File: config.mk
export PLATFORM = sky130hd
export DESIGN_NAME = mph_term_cell
export DESIGN_NICKNAME = d
export VERILOG_FILES = /design/src/rtl/mph_pkg.sv /design/src/rtl/mph_term_cell.sv
export SDC_FILE = /design/constraint.sdc
export NUM_CORES = 2
export LEC_CHECK = 0
export ABC_CLOCK_PERIOD_IN_PS = 16900
export BUFFER_PORTS_ARGS = -buffer_cell sky130_fd_sc_hd__buf_4
export CORE_MARGIN = 2
export CORE_UTILIZATION = 30
export DETAILED_ROUTE_END_ITERATION = 7
export REMOVE_ABC_BUFFERS = 1
export SKIP_LAST_GASP = 1
export SYNTH_ARGS = -nofsm -noshare
export SYNTH_HDL_FRONTEND = slang
export SYNTH_SLANG_ARGS = --single-unit
File: constraint.sdc
create_clock -name clk -period 16.9 [get_ports clk]
set_clock_uncertainty 0.2 [all_clocks]
set_input_delay 3.38 -clock clk [delete_from_list [all_inputs] [get_ports clk]]
set_output_delay 3.38 -clock clk [all_outputs]
set_load 0.01 [all_outputs]
File: src/rtl/mph_pkg.sv
`default_nettype none
// ----------------------------------------------------------------------------
// mph_pkg: moon phase shared definitions
// Constants, fixed-point scale factors, pipeline structs and the phase-name
// codes used across the moon phase pipeline.
// ----------------------------------------------------------------------------
package mph_pkg;

	// default configuration
	localparam int DEF_TILES    = 48;
	localparam int DEF_LIT_BITS = 16;

	// field widths
	localparam int TIME_W     = 32;
	localparam int PHASE_W    = 32;
	localparam int TILE_W     = 6;
	localparam int TILE_EXT_W = 9;   // holds any tile count up to 256
	localparam int CODE_W     = 3;

	// reference new moon, seconds since 1970
	localparam logic [32:0] EPOCH = 33'd947182440;

	// reciprocal of the synodic month in Q0.64 per second, rounded half up
	localparam logic [127:0] SYN_NUM   = 128'd10000 << 64;
	localparam logic [127:0] SYN_DEN   = 128'd25514428769;
	localparam logic [127:0] SYN_RECIP = (SYN_NUM + SYN_NUM + SYN_DEN) / (SYN_DEN + SYN_DEN);
	localparam logic [31:0]  RECIP_LO  = SYN_RECIP[31:0];
	localparam logic [10:0]  RECIP_HI  = SYN_RECIP[42:32];

	// pi/2 in Q0.32 scaling, quarter window in Q0.32 and unity in Q2.30
	localparam logic [32:0] HALF_PI_Q32  = 33'd6746518852;
	localparam logic [31:0] INSTANT_HALF = 32'd85899346;
	localparam logic [31:0] ONE_Q30      = 32'h4000_0000;
	localparam logic [31:0] HALF_CYCLE   = 32'h8000_0000;

	// exact floor division of a 32-bit value by k*(k-1) style divisors:
	// q = (n * M) >> S with M = ceil(2^S / c), S = 32 + ceil(log2 c)
	localparam logic [32:0] DIV_M12  = 33'(((65'd1 << 36) + 65'd11)  / 65'd12);
	localparam logic [32:0] DIV_M30  = 33'(((65'd1 << 37) + 65'd29)  / 65'd30);
	localparam logic [32:0] DIV_M56  = 33'(((65'd1 << 38) + 65'd55)  / 65'd56);
	localparam logic [32:0] DIV_M90  = 33'(((65'd1 << 39) + 65'd89)  / 65'd90);
	localparam logic [32:0] DIV_M132 = 33'(((65'd1 << 40) + 65'd131) / 65'd132);
	localparam logic [32:0] DIV_M182 = 33'(((65'd1 << 40) + 65'd181) / 65'd182);

	// phase-name codes
	typedef enum logic [CODE_W-1:0] {
		PH_NEW       = 3'd0,
		PH_FIRST_QTR = 3'd1,
		PH_FULL      = 3'd2,
		PH_LAST_QTR  = 3'd3,
		PH_WAX_CRES  = 3'd4,
		PH_WAX_GIB   = 3'd5,
		PH_WAN_GIB   = 3'd6,
		PH_WAN_CRES  = 3'd7
	} phase_code_t;

	// cosine series state: x^2, last term, running sum (Q2.30)
	typedef struct packed {
		logic [31:0]        x2;
		logic [30:0]        term;
		logic signed [32:0] sum;
	} series_t;

	// per-word results that ride alongside the series
	typedef struct packed {
		logic [TILE_EXT_W-1:0] tile;
		logic                  inst_hit;
		phase_code_t           inst_code;
		logic                  waxing;
		logic                  upper;
	} side_t;

	// multiplier of the divisor for series term k
	function automatic logic [32:0] term_mul(input int k);
		logic [32:0] m;
		unique case (k)
			2:       m = DIV_M12;
			3:       m = DIV_M30;
			4:       m = DIV_M56;
			5:       m = DIV_M90;
			6:       m = DIV_M132;
			7:       m = DIV_M182;
			default: m = '0;
		endcase
		return m;
	endfunction

	// shift of the divisor for series term k
	function automatic int term_shift(input int k);
		int s;
		unique case (k)
			2:       s = 36;
			3:       s = 37;
			4:       s = 38;
			5:       s = 39;
			6:       s = 40;
			7:       s = 40;
			default: s = 0;
		endcase
		return s;
	endfunction

	// odd terms of the cosine series are subtracted
	function automatic logic term_sub(input int k);
		return (k % 2) == 1;
	endfunction

endpackage
`default_nettype wire

File: src/rtl/mph_term_cell.sv
`default_nettype none
// ----------------------------------------------------------------------------
// mph_term_cell: one cosine series term
// Folds the previous term into the sum, multiplies it by x^2 and divides
// by the term's constant divisor through an exact reciprocal product.
// ----------------------------------------------------------------------------
module mph_term_cell import mph_pkg::*; #(
	parameter int K = 2
) (
	input  wire logic    clk,
	input  wire logic    arst_n,
	input  wire logic    adv,
	input  wire logic    in_valid,
	input  wire series_t in_series,
	input  wire side_t   in_side,
	output logic         out_valid,
	output series_t      out_series,
	output side_t        out_side
);

	localparam logic [32:0] MUL      = term_mul(K);
	localparam int          SHIFT    = term_shift(K);
	localparam logic        SUB_PREV = term_sub(K - 1);

	logic                valid_s1, valid_s2;
	logic [62:0]         prod_s1;
	logic [31:0]         x2_s1;
	logic signed [32:0]  sum_s1;
	side_t               side_s1, side_s2;
	series_t             series_s2;

	logic signed [32:0]  sum_c;
	logic [31:0]         n_c;
	logic [64:0]         qprod_c;
	logic [64:0]         q_c;

	// previous term into the running sum
	assign sum_c = SUB_PREV ? in_series.sum - $signed({2'b00, in_series.term})
	                        : in_series.sum + $signed({2'b00, in_series.term});

	// floor division by the term divisor
	assign n_c     = prod_s1[61:30];
	assign qprod_c = 65'(n_c) * 65'(MUL);
	assign q_c     = qprod_c >> SHIFT;

	// valid bits
	always_ff @(posedge clk or negedge arst_n) begin
		if (!arst_n) begin
			valid_s1 <= 1'b0;
			valid_s2 <= 1'b0;
		end else if (adv) begin
			valid_s1 <= in_valid;
			valid_s2 <= valid_s1;
		end
	end

	// payload stages
	always_ff @(posedge clk) begin
		if (adv) begin
			prod_s1        <= 63'(in_series.term) * 63'(in_series.x2);
			x2_s1          <= in_series.x2;
			sum_s1         <= sum_c;
			side_s1        <= in_side;
			series_s2.x2   <= x2_s1;
			series_s2.term <= q_c[30:0];
			series_s2.sum  <= sum_s1;
			side_s2        <= side_s1;
		end
	end

	assign out_valid  = valid_s2;
	assign out_series = series_s2;
	assign out_side   = side_s2;

endmodule
`default_nettype wire

# Word-level counts from Yosys, hierarchy flattened
# Cells that the tools add are included.
# totals
register_bits,253
latchBits,0
ramBits,0
rom_bits,0
out_inout_bits,112
n_memories,0
# classes
add_sub_neg,1
mul,2
n_div,0
order_cmp,0
eq_ne,0
shift,0
muxes,0
bitwise,0
reduce_logical,0
# ops
operator,n
32-bit by 32-bit multiplier with 64-bit output (second input constant),1
31-bit by 32-bit multiplier with 62-bit output,1
33-bit by 32-bit subtractor with 33-bit output,1

# Logic depth before layout (Yosys ltp)
# logic_depth
depth_word,1
mapped_depth,28
depth_no_buf,27

# Worst setup path after synthesis
# OpenSTA, ideal clock, no wires.
# synth_timing
path_kind,input to register
from,in in_series[94] (netlist bit)
to,"reg prod_s1[59], data pin"
setup_time_ps,261
arrival_ps,9904
setup_slack_ps,6535
stages,25
n_path_buf,1
cell_sequence,clkbuf_1 > nand2_1 > fa_1 > inv_1 > fa_1 > fa_1 > inv_1 > fa_1 > inv_1 > fa_1 > fa_1 > fa_1 > inv_1 > fa_1 > inv_1 > ha_1 > a21o_1 > o21bai_1 > a221oi_1 > o21ai_0 > a221oi_2 > nand3_2 > a32oi_2 > nor4_1 > a311o_1
# synth_between
elab_chain_len,1
# synth_lines
element,line,rtl
start: declaration,mph_term_cell.sv:14,"input wire series_t in_series,"
31-bit by 32-bit multiplier with 62-bit output,mph_term_cell.sv:60,prod_s1 <= 63'(in_series.term) * 63'(in_series.x2);
end signal: assignment,mph_term_cell.sv:60,
end: declaration,mph_term_cell.sv:26,logic [62:0] prod_s1;
# Every way passes these cells.
# A chain may end at the register's enable or synchronous reset.

# Final worst setup path
# layout_timing
from,in in_series[83] (netlist bit)
to,"reg prod_s1[59], data pin"
# Same word-level chain as after synthesis.

==> key figures <==
Critical path
  • Worst Path Arrival: 11050 ps
  • Crit path capture type: register
  • Crit Path Class: in -> reg
  • Crit path max fanout: 32
  • Startpoint Class: primary input
  • Worst Path Required: 17090 ps

Synthesis
  • Synthesized flop and latch total: 223
  • Top post-synthesis cells by area: fa_1 (45%), ha_1 (14%), edfxtp_1 (12%)
  • Mux contribution to synthesized area: 0.09572%
  • Simple-gate portion of the synthesized area: 11.55%
  • Main combinational cell family by area after synthesis: adder cells
  • Synth top area share: 44.67%
  • Post-synthesis compound-gate area fraction: 5.443%
  • Mean post-synth cell area: 9.992 um2
  • Adder-Cell Fraction of Synth Area: 58.33%
  • Dominant cell type by area after synthesis: fa_1
  • Async SR Flop Fraction: 0.8969%
  • Synth warn: 0
  • Synth cell types: 73
  • Number of flops mapped to enable cells by yosys: 221
  • Seq/Total Area, Yosys: 11.90%
  • Gate Count Post-Synth: 5625
  • Synth Area in XOR/XNOR: 1.340%
  • Ys flop type: edfxtp_1
  • Mapped Area: 56210 um2

Drt
  • Via count: 38480
  • Routed WL: 170.9 mm
  • Drt first pass iters: 5
  • Wirelength per Cell: 20.88 um
  • Number of vias per cell: 4.703
  • Iteration-0 DRC count of the detailed router: 2439
  • # DRC: 0
  • Routed Antenna Nets: 0

Clocking
  • CTS Sinks: 223
  • CTS buffer count: 30
  • CTS Hold Bufs: 0
  • H-tree levels: 1
  • CTS root buffer: clkbuf_16
  • Clock buffer depth: 3
  • Setup Buffers After CTS: 0
  • Clock slew seen by the registers of the worst setup and hold paths: 60 ps
  • Post-CTS sizing: 0
  • Clk_lat worst skew: 660 ps
  • TritonCTS clock tree: built

Placed design
  • Post-DP HPWL: 137.0 mm
  • GPL Wtd Cong: 0.9569
  • DP Area: 60240 um2
  • IO Port Bufs: 224

STA
  • Final setup viols: 0
  • Relative slew slack: 32.61%
  • Worst-margin pin slew: 985.4 ps
  • Final worst path period share: 64.26%
  • Min cycle time layout: 10860 ps
  • RSZ-0062 raised after global routing: false
  • Max Freq: 0.09209 GHz
  • Final Hold Fails: 0
  • Fin Hold WS: 214.6 ps
  • Max-slew violations: 0
  • Setup TNS: 0 ps

Job
  • Max-Cap Viols: 0

Die
  • Die height: 436.8 um
  • Top-level I/O count: 227
  • DIE AREA: 190800 um2
  • # rows: 158
  • Core Box Area: 185800 um2
  • DIE WIDTH: 436.8 um
  • Starting density of the core: 30.25%

Final layout
  • Area Growth Syn to Fin: 8.909%
  • Commonest cells after routing, fill and taps aside: inv_1 (1485), fa_1 (1254), ha_1 (614)
  • Fraction of layout cells with a size suffix above 1: 5.175%
  • Nets: 7661
  • Filler cell count: 19170
  • Post-layout instance area: 61210 um2
  • Final core area utilization: 32.94%
  • Commonest non-fill, non-tap cell in the layout: inv_1

Global routing
  • Global-route wire length before repair: 259.7 mm
  • GRT Overall Usage: 17.98%
  • Antenna violations before repair: 5
  • Grt total ovfl: 0
  • Largest net degree at the start of global routing: 100
  • Vias in the first global route: 42250

Worst hold path
  • Type of the worst min-delay path: reg -> reg

Outcome
  • Outcome: complete, no violations
==> sequential cells by signal, summed over array words and instances, names as in the netlist <==
signal,count
out_series,94
side_s1,15
out_side,15
out_valid,1
valid_s1,1
prod_s1,32
sum_s1,33
x2_s1,32
==> synthesized netlist by cell type, drive strengths merged (7+ instances only) <==
cell type / n
o21bai: 27
ha: 614
a2111oi: 13
edfxtp: 221
a31oi: 10
a21oi: 139
fa: 1254
o21a: 28
nor4: 7
nor2b: 12
o21ai: 62
nand4: 29
a21o: 86
nor3: 22
xnor2: 52
and2: 537
nor2: 79
a211oi: 11
a311oi: 7
clkbuf: 202
o31ai: 8
o2111ai: 7
inv: 1485
buf: 7
o211ai: 13
xor2: 34
and4: 7
nand2: 545
nand3: 27
==> per-layer routing <==
layer | share of wire (%) | track usage (%) | vias up
li1 | - | - | 17000
met1 | 41 | 22.95 | 19980
met2 | 49 | 30.40 | 1227
met3 | 5.9 | 2.435 | 274
met4 | 4.9 | 7.803 | 2
met5 | 0.0070 | 0 | -
==> area by class of cell <==
class,instances,area (um2),share of cell area [%]
Inverter,1485,5574,9.106
Sequential cell,223,6686,10.92
Clock inverter,20,196.4,0.3209
Multi-Input combinational cell,3709,43150,70.49
Tap cell,2480,3103,5.069
Timing Repair Buffer,229,1727,2.821
Clock buffer,35,769.5,1.257
Antenna cell,2,5.005,0.008176
==> worst paths after layout <==
| check | startpoint | end | slack (ps) | cells after the start |
|---|---|---|---|---|
| setup / recovery | in_series[83] | prod_s1[59]$_DFFE_PP_ | 6040 | 23 |
| hold / removal | sum_s1[4]$_DFFE_PP_ | out_series[4]$_DFFE_PP_ | 210 | 0 |
| setup reg to reg | prod_s1[44]$_DFFE_PP_ | out_series[54]$_DFFE_PP_ | 8280 | 24 |
| hold reg to reg | sum_s1[4]$_DFFE_PP_ | out_series[4]$_DFFE_PP_ | 210 | 0 |
| max in group asynchronous | arst_n | out_valid$_DFFE_PN0P_ | 14110 | 1 |
| min in group asynchronous | arst_n | valid_s1$_DFFE_PN0P_ | 2300 | 1 |
==> cells by family (layout without fill, tap and decap cells) <==
logic type,Yosys count,after routing
and+or+nand+nor,1292,1292
xor gates and xnor gates,86,86
DFF,223,223
muxes,5,5
other,1,4
AOI/OAI and AO/OA,456,456
adders and majority gates,1868,1868
buffers and inverters,1694,1769
==> through the flow <==
| stage | std cells | setup slack, ps |
|---|---|---|
| 6_report | 8183 | 6041 |
| 5_1_grt | 8181 | 5814 |
| 4_1_cts | 8181 | 6098 |
| 3_5_place_dp | 8126 | 5366 |
| 3_3_place_gp | 8126 | 5491 |
| 2_1_floorplan | 5417 | 6785 |
==> critical path, stage by stage <==
cell      delay [ps]
buf_4            470
nand2_1          160
fa_1             540
fa_1             550
inv_1             50
fa_1             480
fa_1             590
fa_1             440
fa_1             450
fa_1             490
inv_1             50
fa_1             470
inv_1             40
ha_1             360
a21o_1           200
o21bai_1         160
a221oi_1         300
o21ai_0          160
a221oi_2         480
nand3_2          390
a32oi_2          370
nor4_1            80
a311o_1          330
Power is not shown: default switching activity piles up to over one toggle a cycle in this logic, so the estimate is an artifact.
