<file path="config.mk">
export PLATFORM = sky130hd
export DESIGN_NAME = mph_phase
export DESIGN_NICKNAME = d
export VERILOG_FILES = /design/src/rtl/mph_pkg.sv /design/src/rtl/mph_phase.sv
export SDC_FILE = /design/constraint.sdc
export NUM_CORES = 1
export LEC_CHECK = 0
export BUFFER_PORTS_ARGS = -buffer_cell sky130_fd_sc_hd__buf_2
export CORE_ASPECT_RATIO = 1.4
export CORE_UTILIZATION = 30
export CTS_BUF_LIST = sky130_fd_sc_hd__clkbuf_16
export DETAILED_ROUTE_END_ITERATION = 8
export PLACE_DENSITY = 0.56
export SYNTH_ARGS = -nofsm -noshare
export SYNTH_HDL_FRONTEND = slang
export SYNTH_SLANG_ARGS = --single-unit
</file>
<file path="constraint.sdc">
create_clock -name clk -period 7.9 [get_ports clk]
set_input_delay 0.79 -clock clk [delete_from_list [all_inputs] [get_ports clk]]
set_output_delay 0.79 -clock clk [all_outputs]
set_load 0.02 [all_outputs]
</file>
<file path="src/rtl/mph_pkg.sv">
`default_nettype none
// ----------------------------------------------------------------------------
// mph_pkg: moon phase shared definitions
// Constants, fixed-point scale factors, pipeline structs and the phase-name
// codes used across the moon phase pipeline.
// ----------------------------------------------------------------------------
package mph_pkg;

	// default configuration
	localparam int DEF_TILES    = 48;
	localparam int DEF_LIT_BITS = 16;

	// field widths
	localparam int TIME_W     = 32;
	localparam int PHASE_W    = 32;
	localparam int TILE_W     = 6;
	localparam int TILE_EXT_W = 9;   // holds any tile count up to 256
	localparam int CODE_W     = 3;

	// reference new moon, seconds since 1970
	localparam logic [32:0] EPOCH = 33'd947182440;

	// reciprocal of the synodic month in Q0.64 per second, rounded half up
	localparam logic [127:0] SYN_NUM   = 128'd10000 << 64;
	localparam logic [127:0] SYN_DEN   = 128'd25514428769;
	localparam logic [127:0] SYN_RECIP = (SYN_NUM + SYN_NUM + SYN_DEN) / (SYN_DEN + SYN_DEN);
	localparam logic [31:0]  RECIP_LO  = SYN_RECIP[31:0];
	localparam logic [10:0]  RECIP_HI  = SYN_RECIP[42:32];

	// pi/2 in Q0.32 scaling, quarter window in Q0.32 and unity in Q2.30
	localparam logic [32:0] HALF_PI_Q32  = 33'd6746518852;
	localparam logic [31:0] INSTANT_HALF = 32'd85899346;
	localparam logic [31:0] ONE_Q30      = 32'h4000_0000;
	localparam logic [31:0] HALF_CYCLE   = 32'h8000_0000;

	// exact floor division of a 32-bit value by k*(k-1) style divisors:
	// q = (n * M) >> S with M = ceil(2^S / c), S = 32 + ceil(log2 c)
	localparam logic [32:0] DIV_M12  = 33'(((65'd1 << 36) + 65'd11)  / 65'd12);
	localparam logic [32:0] DIV_M30  = 33'(((65'd1 << 37) + 65'd29)  / 65'd30);
	localparam logic [32:0] DIV_M56  = 33'(((65'd1 << 38) + 65'd55)  / 65'd56);
	localparam logic [32:0] DIV_M90  = 33'(((65'd1 << 39) + 65'd89)  / 65'd90);
	localparam logic [32:0] DIV_M132 = 33'(((65'd1 << 40) + 65'd131) / 65'd132);
	localparam logic [32:0] DIV_M182 = 33'(((65'd1 << 40) + 65'd181) / 65'd182);

	// phase-name codes
	typedef enum logic [CODE_W-1:0] {
		PH_NEW       = 3'd0,
		PH_FIRST_QTR = 3'd1,
		PH_FULL      = 3'd2,
		PH_LAST_QTR  = 3'd3,
		PH_WAX_CRES  = 3'd4,
		PH_WAX_GIB   = 3'd5,
		PH_WAN_GIB   = 3'd6,
		PH_WAN_CRES  = 3'd7
	} phase_code_t;

	// cosine series state: x^2, last term, running sum (Q2.30)
	typedef struct packed {
		logic [31:0]        x2;
		logic [30:0]        term;
		logic signed [32:0] sum;
	} series_t;

	// per-word results that ride alongside the series
	typedef struct packed {
		logic [TILE_EXT_W-1:0] tile;
		logic                  inst_hit;
		phase_code_t           inst_code;
		logic                  waxing;
		logic                  upper;
	} side_t;

	// multiplier of the divisor for series term k
	function automatic logic [32:0] term_mul(input int k);
		logic [32:0] m;
		unique case (k)
			2:       m = DIV_M12;
			3:       m = DIV_M30;
			4:       m = DIV_M56;
			5:       m = DIV_M90;
			6:       m = DIV_M132;
			7:       m = DIV_M182;
			default: m = '0;
		endcase
		return m;
	endfunction

	// shift of the divisor for series term k
	function automatic int term_shift(input int k);
		int s;
		unique case (k)
			2:       s = 36;
			3:       s = 37;
			4:       s = 38;
			5:       s = 39;
			6:       s = 40;
			7:       s = 40;
			default: s = 0;
		endcase
		return s;
	endfunction

	// odd terms of the cosine series are subtracted
	function automatic logic term_sub(input int k);
		return (k % 2) == 1;
	endfunction

endpackage
`default_nettype wire

</file>
<file path="src/rtl/mph_phase.sv">
`default_nettype none
// ----------------------------------------------------------------------------
// mph_phase: time to phase
// Offsets the time from the reference new moon and multiplies by the
// synodic reciprocal, keeping the 32 fraction bits as the phase (Q0.32).
// ----------------------------------------------------------------------------
module mph_phase import mph_pkg::*; (
	input  wire logic               clk,
	input  wire logic               arst_n,
	input  wire logic               adv,
	input  wire logic               in_valid,
	input  wire logic [TIME_W-1:0]  unix_seconds,
	output logic                    out_valid,
	output logic [PHASE_W-1:0]      phase
);

	logic                 valid_s1, valid_s2, valid_s3;
	logic signed [32:0]   diff_s1;
	logic                 zero_s1, zero_s2;
	logic [31:0]          lo_s2, hi_s2;
	logic [PHASE_W-1:0]   phase_s3;

	logic signed [32:0]   diff_c;
	logic signed [65:0]   prod_lo_c;
	logic signed [44:0]   prod_hi_c;

	// signed offset from the epoch
	assign diff_c = $signed({1'b0, unix_seconds}) - $signed(EPOCH);

	// split reciprocal product, only bits 63..32 of the sum matter
	assign prod_lo_c = diff_s1 * $signed({1'b0, RECIP_LO});
	assign prod_hi_c = diff_s1 * $signed({1'b0, RECIP_HI});

	// valid bits
	always_ff @(posedge clk or negedge arst_n) begin
		if (!arst_n) begin
			valid_s1 <= 1'b0;
			valid_s2 <= 1'b0;
			valid_s3 <= 1'b0;
		end else if (adv) begin
			valid_s1 <= in_valid;
			valid_s2 <= valid_s1;
			valid_s3 <= valid_s2;
		end
	end

	// payload stages
	always_ff @(posedge clk) begin
		if (adv) begin
			diff_s1  <= diff_c;
			zero_s1  <= (unix_seconds == '0);
			lo_s2    <= prod_lo_c[63:32];
			hi_s2    <= prod_hi_c[31:0];
			zero_s2  <= zero_s1;
			phase_s3 <= zero_s2 ? '0 : lo_s2 + hi_s2;
		end
	end

	assign out_valid = valid_s3;
	assign phase     = phase_s3;

endmodule
`default_nettype wire

</file>
After elaboration in Yosys (flattened, before gate mapping)

Index checks and enable logic that the tools add are counted.

Bits in registers: 134
Bits of input ports: 36
Logic and storage cells: 14

Add/sub/neg operators: 2
$mul: 2
Reductions and logical operators: 1

Operator list:

| operator                                                              | number |
|---|---|
| 33-bit by 32-bit multiplier with 64-bit output, second input constant | 1 |
| 33-bit by 12-bit multiplier with 32-bit output, second input constant | 1 |
| 32-bit by 30-bit subtractor with 33-bit output, second input constant | 1 |
| 32-bit adder                                                          | 1 |
| 32-bit logical NOT                                                    | 1 |

Logic depth before layout (Yosys ltp)

Depth after elaboration: 1
Depth in mapped cells: 25
Depth with buffers taken out: 25

Worst setup path after synthesis

OpenSTA, ideal clock, no wires.

Path type: reg-to-reg
Start: register diff_s1[32]
End: register lo_s2[31] (data pin)
Arrival time: 6.624 ns
Library setup time: 0.260 ns
Path buffers: 0
Setup slack: 1.016 ns
Required time: 7.640 ns
Stages on the path, launching flop included: 24
Cell sequence: edfxtp_1 > ha_1 > inv_1 > ha_1 > inv_1 > fa_1 > inv_1 > fa_1 > fa_1 > fa_1 > inv_1 > fa_1 > inv_1 > ha_1 > a21o_1 > a21o_1 > a21oi_1 > nand2_1 > o211ai_1 > o211a_4 > a21oi_2 > o311ai_0 > o21ai_0 > xnor2_1

Longest elaborated chain between the ends: 1

Ends and longest elaborated chain:

| item                                           | RTL line        | RTL |
|---|---|---|
| from (decl)                                    | mph_phase.sv:18 | `logic signed [32:0] diff_s1;` |
| from (signal assigned)                         | mph_phase.sv:50 | `diff_s1 <= diff_c;` |
| 33-bit by 32-bit multiplier with 64-bit output | mph_phase.sv:31 | `assign prod_lo_c = diff_s1 * $signed({1'b0, RECIP_LO});` |
| net prod_lo_c[63]                              | mph_phase.sv:24 | `logic signed [65:0] prod_lo_c;` |
| to (signal assigned)                           | mph_phase.sv:52 | `lo_s2 <= prod_lo_c[63:32];` |
| to (decl)                                      | mph_phase.sv:20 | `logic [31:0] lo_s2, hi_s2;` |

The timed path passes the listed nets, and every way through them passes these cells.
A chain may end at the register's enable or synchronous reset.

Worst setup path after layout

Start: register diff_s1[12]
End: register lo_s2[31] (data pin)

Same word-level chain as after synthesis.

==> results.sh <==
export IMPL_tritoncts="built"
export IMPL_cp_end_kind="register"
export IMPL_std_cell_rows=125
export IMPL_cts_root_buffer="clkbuf_16"
export IMPL_drt_wl_total_um=67500
export IMPL_avgSynthCellArea_um2=10.6
export IMPL_grt_pass1_vias=17900
export IMPL_grt_max_degree=74
export IMPL_die_w_um=247
export IMPL_dpl_hpwl_um=60700
export IMPL_final_max_slew_viol_count=0
export IMPL_drc=0
export IMPL_yosysTopAreaCellShare=0.347
export IMPL_worstSetupPathType="reg -> reg"
export IMPL_synth_top_area_cell="fa_1"
export IMPL_cpMostUsedCell="fa_1"
export IMPL_cts_setup_buffers=0
export IMPL_cts_sinks=134
export IMPL_synth_main_ff_cell="edfxtp_1"
export IMPL_grt_usage=0.165
export IMPL_via_per_inst=4.63
export IMPL_finalWeightedCongestion=0.952
export IMPL_rsz0062_at_grt="false"
export IMPL_critical_path_slowest_cell="fa_1"
export IMPL_cpPeakStageDelay_ns=0.55
export IMPL_worstHoldPathType="in -> async"
export IMPL_wl_per_cell_um=18.9
export IMPL_path_buf_inv=5
export IMPL_crit_fanout=8
export IMPL_htreeDepth=4
export IMPL_drive_gt1_frac=0.0587
export IMPL_period_share=0.927
export IMPL_start_util=0.303
export IMPL_async_flop_share=0.0224
export IMPL_netlist_area_mm2=0.0251
export IMPL_grt_antenna_before_repair=0
export IMPL_finalSetupViolCount=0
export IMPL_n_fill_cell=8541
export IMPL_max_freq_mhz=137
export IMPL_syn_to_final_growth_pct=9.74
export IMPL_synth_edf_count=131
export IMPL_tightest_slew_ns=0.764
export IMPL_die_area_mm2=0.0849
export IMPL_vias=16500
export IMPL_clock_path_buffers=2
export IMPL_cts_hold_fix_buffers=0
export IMPL_clock_skew_ns=0.0150
export IMPL_drt_iter0_markers=639
export IMPL_finalSetupTns_ns=0
export IMPL_synthTopCellsByCount="inv_1, ha_1, fa_1"
export IMPL_seq_area_frac_synth=0.160
export IMPL_synth_most_common_cell="inv_1"
export IMPL_fp_dieH_um=344
export IMPL_postSynthCellCount=2367
export IMPL_num_antenna_cells=0
export IMPL_firstDrtPassIters=4
export IMPL_clkTransAtPathRegs_ns=0.07
export IMPL_yosys_warnings=0
export IMPL_worstPathCellList="buf_4 > ha_1 > ha_1 > inv_1 > fa_1 > inv_1 > fa_1 > fa_1 > fa_1 > fa_1 > inv_1 > fa_1 > inv_1 > ha_1 > a21oi_1 > o211ai_1 > nor3_1 > nand3_1 > o21ai_2 > o211a_4 > a21oi_2 > o311ai_0 > o21ai_0 > xnor2_1"
export IMPL_detail_route_antenna_nets=0
export IMPL_cp_top_family="adder cells"
export IMPL_nets=3387
export IMPL_gr_total_overflow=0
export IMPL_clock_latency_ns=0.46
export IMPL_worstPathRequired_ns=8.10
export IMPL_coreArea_mm2=0.0829
export IMPL_synth_seq_cells=134
export IMPL_synth_cell_types=69
export IMPL_io_pins=69
export IMPL_arrival_ns=7.52
export IMPL_crit_path_start_kind="register"
export IMPL_maxCapViolations=0
export IMPL_slew_headroom=0.491
export IMPL_grt_first_pass_wirelength_um=103000
export IMPL_cts_resized=0
export IMPL_port_buffers=68
export IMPL_hold_viol=0
export IMPL_yosys_top_cells_area="fa_1, ha_1, edfxtp_1"
export IMPL_fin_crit_ns=7.32
export IMPL_synth_net_count=3278
export IMPL_status="finished clean"
export IMPL_cts_buffers=17
[sequential cells by signal, summed over array words and instances, names as in the netlist]
signal	cells
diff_s1	33
hi_s2	32
lo_s2	32
out_valid	1
phase	32
valid_s1	1
valid_s2	1
zero_s1	1
zero_s2	1
[worst register-to-register path, delay by kind of cell, from the launching register on]
| family | cells | cell delay (ns) |
|---|---|---|
| fa+ha+maj | 9 | 3.90 |
| compound gates | 7 | 1.73 |
| xor+xnor | 1 | 0.16 |
| buf+inv | 5 | 0.45 |
| flops | 1 | 0.42 |
| simple gates | 2 | 0.41 |
[placed cells by master, fill, tap and decap left out, types with 5 or more instances in the layout]
cell type	synthesis	final
xor2_1	38	38
or3_1	5	5
buf_4	0	26
nor3_1	21	21
o21bai_1	9	9
o21ai_0	56	56
ha_1	440	440
inv_6	0	6
o211ai_1	12	12
fa_1	435	435
clkbuf_16	0	17
nand3_1	23	23
nor2b_1	13	13
nor4_1	6	6
nand4_1	13	13
buf_2	0	67
a21o_1	47	47
xnor2_1	83	83
a21oi_1	96	96
edfxtp_1	131	131
a31oi_1	6	6
a211oi_1	6	6
nand2_1	63	63
nand2b_1	12	12
nor2_1	81	81
inv_1	655	656
o21a_1	14	14
and3_1	9	9
and2_1	10	10
[per-layer routing]
metal	up-vias	part of all wire	GRT usage
met5	-	0	0
met4	0	0.064	0.105
met3	128	0.017	0.0110
met2	252	0.55	0.312
met1	8320	0.37	0.175
li1	7817	-	-
[worst paths after layout]
check                                            from  depth (start not counted)  slack (ns)              endpoint
worst max-delay path            diff_s1[12]$_DFFE_PP_                         24        0.58   lo_s2[31]$_DFFE_PP_
worst min-delay path                           arst_n                          1        0.11  valid_s1$_DFFE_PN0P_
worst max register to register  diff_s1[12]$_DFFE_PP_                         24        0.58   lo_s2[31]$_DFFE_PP_
worst min register to register      zero_s1$_DFFE_PP_                          0        0.44     zero_s2$_DFFE_PP_
max in group asynchronous                      arst_n                          1        7.68  valid_s2$_DFFE_PN0P_
min in group clk                    zero_s1$_DFFE_PP_                          0        0.44     zero_s2$_DFFE_PP_
[logic make-up after synthesis]
logic type | synth area share
xor gates and xnor gates | 0.0422
adders and majority gates | 0.566
DFF | 0.160
AOI/OAI and AO/OA | 0.0800
buffers and inverters | 0.0985
and+or+nand+nor | 0.0519
muxes | 0.00179
[layout make-up]
| type | instances | area [um2] | area share |
|---|---|---|---|
| repair buffers | 94 | 542 | 0.0197 |
| flip-flops and latches | 134 | 4010 | 0.145 |
| multi-input cells | 1574 | 18600 | 0.676 |
| inverters | 655 | 2460 | 0.0892 |
| clock inverters | 15 | 143 | 0.00518 |
| clock buffers | 17 | 425 | 0.0154 |
| well taps | 1079 | 1350 | 0.0490 |
[metrics by stage]
| step | hold WS (ns) | setup slack, ns | cell area [um2] | util | instances |
|---|---|---|---|---|---|
| 2_1_floorplan | 0.400 | 1.02 | 25100 | - | 2367 |
| 5_1_grt | 0.109 | 0.106 | 27600 | 0.332 | 3568 |
| 3_3_place_gp | 0.442 | 0.673 | 27000 | 0.326 | 3536 |
| 6_report | 0.115 | 0.580 | 27600 | 0.332 | 3568 |
| 3_5_place_dp | 0.437 | 0.509 | 27000 | 0.326 | 3536 |
| 4_1_cts | 0.0823 | 0.497 | 27600 | 0.332 | 3568 |
Power is not shown: default switching activity piles up to over one toggle a cycle in this logic, so the estimate is an artifact.
