### src/rtl/mph_pkg.sv
`default_nettype none
// ----------------------------------------------------------------------------
// mph_pkg: moon phase shared definitions
// Constants, fixed-point scale factors, pipeline structs and the phase-name
// codes used across the moon phase pipeline.
// ----------------------------------------------------------------------------
package mph_pkg;

	// default configuration
	localparam int DEF_TILES    = 48;
	localparam int DEF_LIT_BITS = 16;

	// field widths
	localparam int TIME_W     = 32;
	localparam int PHASE_W    = 32;
	localparam int TILE_W     = 6;
	localparam int TILE_EXT_W = 9;   // holds any tile count up to 256
	localparam int CODE_W     = 3;

	// reference new moon, seconds since 1970
	localparam logic [32:0] EPOCH = 33'd947182440;

	// reciprocal of the synodic month in Q0.64 per second, rounded half up
	localparam logic [127:0] SYN_NUM   = 128'd10000 << 64;
	localparam logic [127:0] SYN_DEN   = 128'd25514428769;
	localparam logic [127:0] SYN_RECIP = (SYN_NUM + SYN_NUM + SYN_DEN) / (SYN_DEN + SYN_DEN);
	localparam logic [31:0]  RECIP_LO  = SYN_RECIP[31:0];
	localparam logic [10:0]  RECIP_HI  = SYN_RECIP[42:32];

	// pi/2 in Q0.32 scaling, quarter window in Q0.32 and unity in Q2.30
	localparam logic [32:0] HALF_PI_Q32  = 33'd6746518852;
	localparam logic [31:0] INSTANT_HALF = 32'd85899346;
	localparam logic [31:0] ONE_Q30      = 32'h4000_0000;
	localparam logic [31:0] HALF_CYCLE   = 32'h8000_0000;

	// exact floor division of a 32-bit value by k*(k-1) style divisors:
	// q = (n * M) >> S with M = ceil(2^S / c), S = 32 + ceil(log2 c)
	localparam logic [32:0] DIV_M12  = 33'(((65'd1 << 36) + 65'd11)  / 65'd12);
	localparam logic [32:0] DIV_M30  = 33'(((65'd1 << 37) + 65'd29)  / 65'd30);
	localparam logic [32:0] DIV_M56  = 33'(((65'd1 << 38) + 65'd55)  / 65'd56);
	localparam logic [32:0] DIV_M90  = 33'(((65'd1 << 39) + 65'd89)  / 65'd90);
	localparam logic [32:0] DIV_M132 = 33'(((65'd1 << 40) + 65'd131) / 65'd132);
	localparam logic [32:0] DIV_M182 = 33'(((65'd1 << 40) + 65'd181) / 65'd182);

	// phase-name codes
	typedef enum logic [CODE_W-1:0] {
		PH_NEW       = 3'd0,
		PH_FIRST_QTR = 3'd1,
		PH_FULL      = 3'd2,
		PH_LAST_QTR  = 3'd3,
		PH_WAX_CRES  = 3'd4,
		PH_WAX_GIB   = 3'd5,
		PH_WAN_GIB   = 3'd6,
		PH_WAN_CRES  = 3'd7
	} phase_code_t;

	// cosine series state: x^2, last term, running sum (Q2.30)
	typedef struct packed {
		logic [31:0]        x2;
		logic [30:0]        term;
		logic signed [32:0] sum;
	} series_t;

	// per-word results that ride alongside the series
	typedef struct packed {
		logic [TILE_EXT_W-1:0] tile;
		logic                  inst_hit;
		phase_code_t           inst_code;
		logic                  waxing;
		logic                  upper;
	} side_t;

	// multiplier of the divisor for series term k
	function automatic logic [32:0] term_mul(input int k);
		logic [32:0] m;
		unique case (k)
			2:       m = DIV_M12;
			3:       m = DIV_M30;
			4:       m = DIV_M56;
			5:       m = DIV_M90;
			6:       m = DIV_M132;
			7:       m = DIV_M182;
			default: m = '0;
		endcase
		return m;
	endfunction

	// shift of the divisor for series term k
	function automatic int term_shift(input int k);
		int s;
		unique case (k)
			2:       s = 36;
			3:       s = 37;
			4:       s = 38;
			5:       s = 39;
			6:       s = 40;
			7:       s = 40;
			default: s = 0;
		endcase
		return s;
	endfunction

	// odd terms of the cosine series are subtracted
	function automatic logic term_sub(input int k);
		return (k % 2) == 1;
	endfunction

endpackage
`default_nettype wire

### src/rtl/mph_angle.sv
`default_nettype none
// ----------------------------------------------------------------------------
// mph_angle: fold, angle and side results
// Folds the phase to a quarter wave, forms the angle and its square, and
// works out the tile index and the instant-phase window on the way.
// ----------------------------------------------------------------------------
module mph_angle import mph_pkg::*; #(
	parameter int TILES = DEF_TILES
) (
	input  wire logic               clk,
	input  wire logic               arst_n,
	input  wire logic               adv,
	input  wire logic               in_valid,
	input  wire logic [PHASE_W-1:0] phase,
	output logic                    out_valid,
	output series_t                 series,
	output side_t                   side
);

	localparam int TBITS = $clog2(TILES + 1);
	localparam int TPW   = PHASE_W + TBITS;

	logic                valid_s1, valid_s2, valid_s3, valid_s4;
	logic [30:0]         w_s1;
	logic                upper_s1, hit_s1, waxing_s1;
	phase_code_t         code_s1;
	logic [TPW-1:0]      tprod_s1;
	logic [30:0]         theta_s2;
	side_t               side_s2, side_s3, side_s4;
	logic [61:0]         thsq_s3;
	series_t             series_s4;

	logic [31:0]         u_c;
	logic                upper_c;
	logic [30:0]         w_c;
	logic                hit_c;
	phase_code_t         code_c;
	logic [TPW-1:0]      tround_c;
	logic [TBITS-1:0]    traw_c, twrap_c;
	logic [63:0]         thprod_c;
	logic [31:0]         x2_c;

	// fold to half wave, then to quarter wave
	always_comb begin
		u_c     = phase[31] ? 32'({1'b1, 32'd0} - {1'b0, phase}) : phase;
		upper_c = u_c > ONE_Q30;
		w_c     = upper_c ? 31'(HALF_CYCLE - u_c) : u_c[30:0];
	end

	// instant windows around the four quarter points, lowest wins
	always_comb begin
		logic [31:0] diff;
		logic [31:0] gap;
		hit_c  = 1'b0;
		code_c = PH_NEW;
		for (int k = 3; k >= 0; k--) begin
			diff = phase - (32'(k) << 30);
			gap  = (diff > HALF_CYCLE) ? 32'd0 - diff : diff;
			if (gap < INSTANT_HALF) begin
				hit_c  = 1'b1;
				code_c = phase_code_t'(CODE_W'(k));
			end
		end
	end

	// nearest tile, wrapped at the top
	assign tround_c = tprod_s1 + (TPW'(1) << (PHASE_W - 1));
	assign traw_c   = tround_c[TPW-1:PHASE_W];
	assign twrap_c  = (traw_c == TBITS'(TILES)) ? '0 : traw_c;

	// angle in Q2.30 and its square
	assign thprod_c = 64'(w_s1) * 64'(HALF_PI_Q32);
	assign x2_c     = thsq_s3[61:30];

	// valid bits
	always_ff @(posedge clk or negedge arst_n) begin
		if (!arst_n) begin
			valid_s1 <= 1'b0;
			valid_s2 <= 1'b0;
			valid_s3 <= 1'b0;
			valid_s4 <= 1'b0;
		end else if (adv) begin
			valid_s1 <= in_valid;
			valid_s2 <= valid_s1;
			valid_s3 <= valid_s2;
			valid_s4 <= valid_s3;
		end
	end

	// payload stages
	always_ff @(posedge clk) begin
		if (adv) begin
			w_s1              <= w_c;
			upper_s1          <= upper_c;
			hit_s1            <= hit_c;
			code_s1           <= code_c;
			waxing_s1         <= ~phase[31];
			tprod_s1          <= TPW'(phase) * TPW'(TILES);
			theta_s2          <= thprod_c[62:32];
			side_s2.tile      <= TILE_EXT_W'(twrap_c);
			side_s2.inst_hit  <= hit_s1;
			side_s2.inst_code <= code_s1;
			side_s2.waxing    <= waxing_s1;
			side_s2.upper     <= upper_s1;
			thsq_s3           <= 62'(theta_s2) * 62'(theta_s2);
			side_s3           <= side_s2;
			series_s4.x2      <= x2_c;
			series_s4.term    <= x2_c[31:1];
			series_s4.sum     <= $signed({1'b0, ONE_Q30});
			side_s4           <= side_s3;
		end
	end

	assign out_valid = valid_s4;
	assign series    = series_s4;
	assign side      = side_s4;

endmodule
`default_nettype wire

### config.mk
export PLATFORM = sky130hd
export DESIGN_NAME = mph_angle
export DESIGN_NICKNAME = d
export VERILOG_FILES = /design/src/rtl/mph_pkg.sv /design/src/rtl/mph_angle.sv
export SDC_FILE = /design/constraint.sdc
export NUM_CORES = 2
export LEC_CHECK = 0
export BUFFER_PORTS_ARGS = -buffer_cell sky130_fd_sc_hd__buf_2
export CAP_MARGIN = 30
export CORE_MARGIN = 3
export CORE_UTILIZATION = 58
export CTS_BUF_LIST = sky130_fd_sc_hd__clkbuf_16
export DETAILED_ROUTE_END_ITERATION = 8
export GPL_ROUTABILITY_DRIVEN = 0
export GPL_TIMING_DRIVEN = 0
export PLACE_DENSITY = 0.86
export SLEW_MARGIN = 15
export SYNTH_ARGS = -nofsm -noshare
export SYNTH_HDL_FRONTEND = slang
export SYNTH_SLANG_ARGS = --single-unit
### constraint.sdc
create_clock -name clk -period 21.5 [get_ports clk]
set_input_delay 3.225 -clock clk [delete_from_list [all_inputs] [get_ports clk]]
set_output_delay 3.225 -clock clk [all_outputs]
set_load 0.02 [all_outputs]
# [Word level (Yosys, flattened, before mapping)]
# Cells that the tools add are included.
[totals] ff_bits=267 inputBits=36 out_inout_bits=112
[classes] n_addsub=10 n_mul=3 magnitude_cmp=9 eq_ne=1 n_mux=10 bitwise=1 reduce_logical=2
[op_table] operator="two-way mux 32 bit" count=5
[op_table] operator="subtractor 1 x 32 -> 32 bit (first input constant)" count=5
[op_table] operator="greater-than comparator 32 bit (second input constant)" count=4
[op_table] operator="less-than comparator 32 x 27 -> 1 bit (second input constant)" count=4
[op_table] operator="subtractor 32 bit (second input constant)" count=2
[op_table] operator="multiplier 31 x 31 -> 62 bit" count=1
[op_table] operator="multiplier 31 x 31 -> 61 bit (second input constant)" count=1
[op_table] operator="adder 38 x 32 -> 38 bit (second input constant)" count=1
[op_table] operator="multiplier 32 x 2 -> 34 bit (second input constant)" count=1
[op_table] operator="greater-than comparator 32 x 31 -> 1 bit (second input constant)" count=1
[op_table] operator="subtractor 32 x 31 -> 32 bit (second input constant)" count=1
[op_table] operator="two-way mux 31 bit" count=1
[op_table] operator="subtractor 1 x 31 -> 31 bit (first input constant)" count=1
[op_table] operator="equality test 6 bit (second input constant)" count=1
[op_table] operator="two-way mux 2 bit" count=2
[op_table] operator="OR reduction 3 bit" count=1
[op_table] operator="two-way mux 1 bit" count=2
[op_table] operator="OR reduction 2 bit" count=1
[op_table] operator="NOT 1 bit" count=1

# [Depth between registers and ports, before layout]
[depth] ltp_word=7 depth_mapped=30 mapped_depth_nobuf=28

# [Worst setup path before layout]
# OpenSTA, ideal clock, no wires.
[synth_path] path_kind="register to register" startpoint="register theta_s2[16]" endpoint="register thsq_s3[48] (data pin)" arrival_ps=7607 required_ps=21236 path_slack_ps=13630 stages_incl_launch_ff=28 n_path_buf=2 synth_period_minus_slack_ps=7870 cell_sequence="edfxtp_1 -> clkbuf_1 -> clkbuf_1 -> nand2_1 -> inv_1 -> fa_1 -> fa_1 -> inv_1 -> fa_1 -> fa_1 -> inv_1 -> fa_1 -> fa_1 -> fa_1 -> inv_1 -> fa_1 -> inv_1 -> ha_1 -> a21oi_1 -> o21ai_0 -> a211o_1 -> a211o_1 -> a21oi_1 -> o31ai_1 -> a21bo_2 -> a221o_1 -> a221oi_1 -> xnor2_1"
[synth_between] elab_chain_cells=1
[synth_rtl] item="start: declaration" line_no="mph_angle.sv:28" rtl="logic [30:0] theta_s2;"
[synth_rtl] item="start signal: assignment" line_no="mph_angle.sv:99" rtl="theta_s2 <= thprod_c[62:32];"
[synth_rtl] item="multiplier 31 x 31 -> 62 bit" line_no="mph_angle.sv:105" rtl="thsq_s3 <= 62'(theta_s2) * 62'(theta_s2);"
[synth_rtl] item="end signal: assignment" line_no="mph_angle.sv:105"
[synth_rtl] item="end: declaration" line_no="mph_angle.sv:30" rtl="logic [61:0] thsq_s3;"
# No other way between the ends.
# A chain may end at the register's enable or synchronous reset.

# [Worst setup path after layout]
[layout_path] startpoint="register theta_s2[10]" endpoint="register thsq_s3[61] (data pin)"
# Same word-level chain as after synthesis.

==> out/qor.yml <==
status: "finished, final reports clean"
dieHeight_um: 302.9
final_antenna_net_count: 0
fmax_mhz: 91.69
grt_max_degree: 116
synth-edff-count: 171
synthToLayoutAreaGrowth_pct: 5.603
criticalPathCategory: "reg -> reg"
synth_area_leaders: "fa_1 43%, ha_1 17%, inv_1 12%"
finalCriticalPeriod_ns: 10.91
fin_skew_ns: 0.02347
track_usage: 0.3084
cp-start-kind: "flip-flop"
hold_violations: 0
slew_violations: 0
finalWirelength_um: 135700
ctsRootBufferMaster: "clkbuf_16"
setup_viol: 0
layout-drive-gt1-share: 0.04816
netlist_area_um2: 51110
grt_pass1_wl_um: 215300
dieWidth_um: 302.9
clock-sinks: 175
fin_crit_sh: 0.5073
clkTransAtPathRegs_ns: 0.08
cts_buffer_depth: 2
rsz0062_at_grt: "no"
hpwl_um: 112600
synth_cell_types: 83
drt_iter0_markers: 3000
synth_top_cell_area_share: 0.4320
drc_errors: 0
design_area_um2: 53980
end_kind: "flip-flop"
overflow: 0
maxCapViolCount: 0
die_area_um2: 91720
first_global_vias: 41370
cts_tree: "yes"
worst_hold_path_type: "reg -> reg"
synth_most_common_cell: "inv_1"
ios: 148
placementRows: 108
arrival_ns: 11.13
ys_top_cells_by_count: "1588 x inv_1, 1103 x fa_1, 686 x ha_1, 318 x nand2_1, 212 x and2_1"
async_reset_ff_frac: 0.02286
layout.nets: 7128
synth_ff_type: "edfxtp_1"
worst_pin_slew_ns: 1.189
wl_per_cell_um: 20.95
antenna_found_initial: 9
core_um2: 87020
post-cts-setup-buffer-count: 0
vias: 36760
synth_seq_cells: 175
fin_tns_setup_ns: 0
io_buffers: 110
routed_via_density: 5.676
initial_core_util: 0.5873
clk_latency_ns: 0.50
reg2reg_slack_ns: 10.59
yosys.area.top_type: "fa_1"
cts_hold_buf: 0
netlist_instances: 5134
seq_area_frac_synth: 0.1024
cp.required_ns: 21.73
avgSynthCellArea_um2: 9.956
cts_buffers: 17
cts_max_level: 4
cp_max_fo: 10
yosysWarnings: 0
ctsResizeCount: 0
maxSlewHeadroom: 0.2076
placed_area_um2: 53300
firstDrtPassIters: 6
[cell usage in the layout (no fill, tap or decap), types with 49 or more instances in the layout]
cell type,netlist,routed
a21o_1,57,57
a21oi_1,106,106
and2_1,212,212
buf_2,6,115
buf_4,69,69
clkbuf_1,107,107
edfxtp_1,171,171
fa_1,1103,1103
ha_1,686,686
inv_1,1588,1588
nand2_1,318,318
nor2_1,93,93
o21ai_0,69,69
xnor2_1,121,121
xor2_1,49,49
[final timing paths]
kind	startpoint	depth (start not counted)	end
max	theta_s2[10]	25	thsq_s3[61]
min	side_s3[3]	0	side[3]
max reg2reg	theta_s2[10]	25	thsq_s3[61]
min reg2reg	side_s3[3]	0	side[3]
max in group asynchronous	arst_n	1	valid_s2
min in group asynchronous	arst_n	1	out_valid
[logic make-up after synthesis]
family                   count (synthesis)  synth area share
AO/OA/AOI/OAI                          383           0.04918
XOR/XNOR                               171           0.02945
adder cells (fa/ha/maj)               1789            0.5999
buffers and inverters                 1782            0.1367
flip-flops                             175            0.1024
multiplexers                             7          0.001493
other                                    2         0.0001469
AND/OR/NAND/NOR                        825           0.08071
[stage by stage]
step | util | setup slack (ns) | hold WS (ns) | instances
after floorplan | - | 13.63 | 0.4003 | 5169
after global placement | 0.6118 | 11.49 | 0.4004 | 6434
after detailed placement | 0.6125 | 11.14 | 0.4045 | 6437
after CTS | 0.6198 | 11.09 | 0.4234 | 6469
after global routing | 0.6202 | 10.59 | 0.4243 | 6475
final | 0.6203 | 10.59 | 0.4228 | 6477
[flip-flops by register name, indices dropped and copies added (netlist names)]
signal / cells
code_s1: 2
hit_s1: 1
out_valid: 1
series: 32
side: 11
side_s2: 11
side_s3: 11
theta_s2: 31
thsq_s3: 32
tprod_s1: 7
upper_s1: 1
valid_s1: 1
valid_s2: 1
valid_s3: 1
w_s1: 31
waxing_s1: 1
[critical path, stage by stage (launching register included)]
cell,delay (ns)
edfxtp_1,0.69
buf_1,0.76
clkbuf_1,0.87
nand2_1,0.48
fa_1,0.80
inv_1,0.10
fa_1,0.50
fa_1,0.56
fa_1,0.43
fa_1,0.53
fa_1,0.46
fa_1,0.50
inv_1,0.05
fa_1,0.48
inv_1,0.04
ha_1,0.32
o21a_1,0.12
a21oi_1,0.35
o21ai_0,0.17
a21oi_1,0.57
nand3_1,0.15
o21a_1,0.34
a21oi_1,0.49
o21ai_0,0.28
a2111oi_0,0.49
nor3_1,0.09
[routing by layer]
layer  vias to the layer above  part of all wire  global-route usage
li1                      15660                 -                   -
met1                     17920              0.33              0.3429
met2                      2375              0.47              0.5026
met3                       802              0.12              0.1046
met4                        12             0.084              0.2084
met5                         -           0.00093            0.005291
[area by class of cell]
| type | count | area [um2] |
|---|---|---|
| inverter | 1594 | 5983 |
| tap | 1155 | 1445 |
| antenna | 6 | 15.01 |
| multi-input combinational | 3212 | 39020 |
| clock buffer | 17 | 425.4 |
| timing repair buffer | 115 | 636.9 |
| sequential | 175 | 5235 |
| clock inverter | 15 | 210.2 |
| buffer | 188 | 1002 |
| fill | 6503 | 33050 |
Power is not shown: default switching activity piles up to over one toggle a cycle in this logic, so the estimate is an artifact.
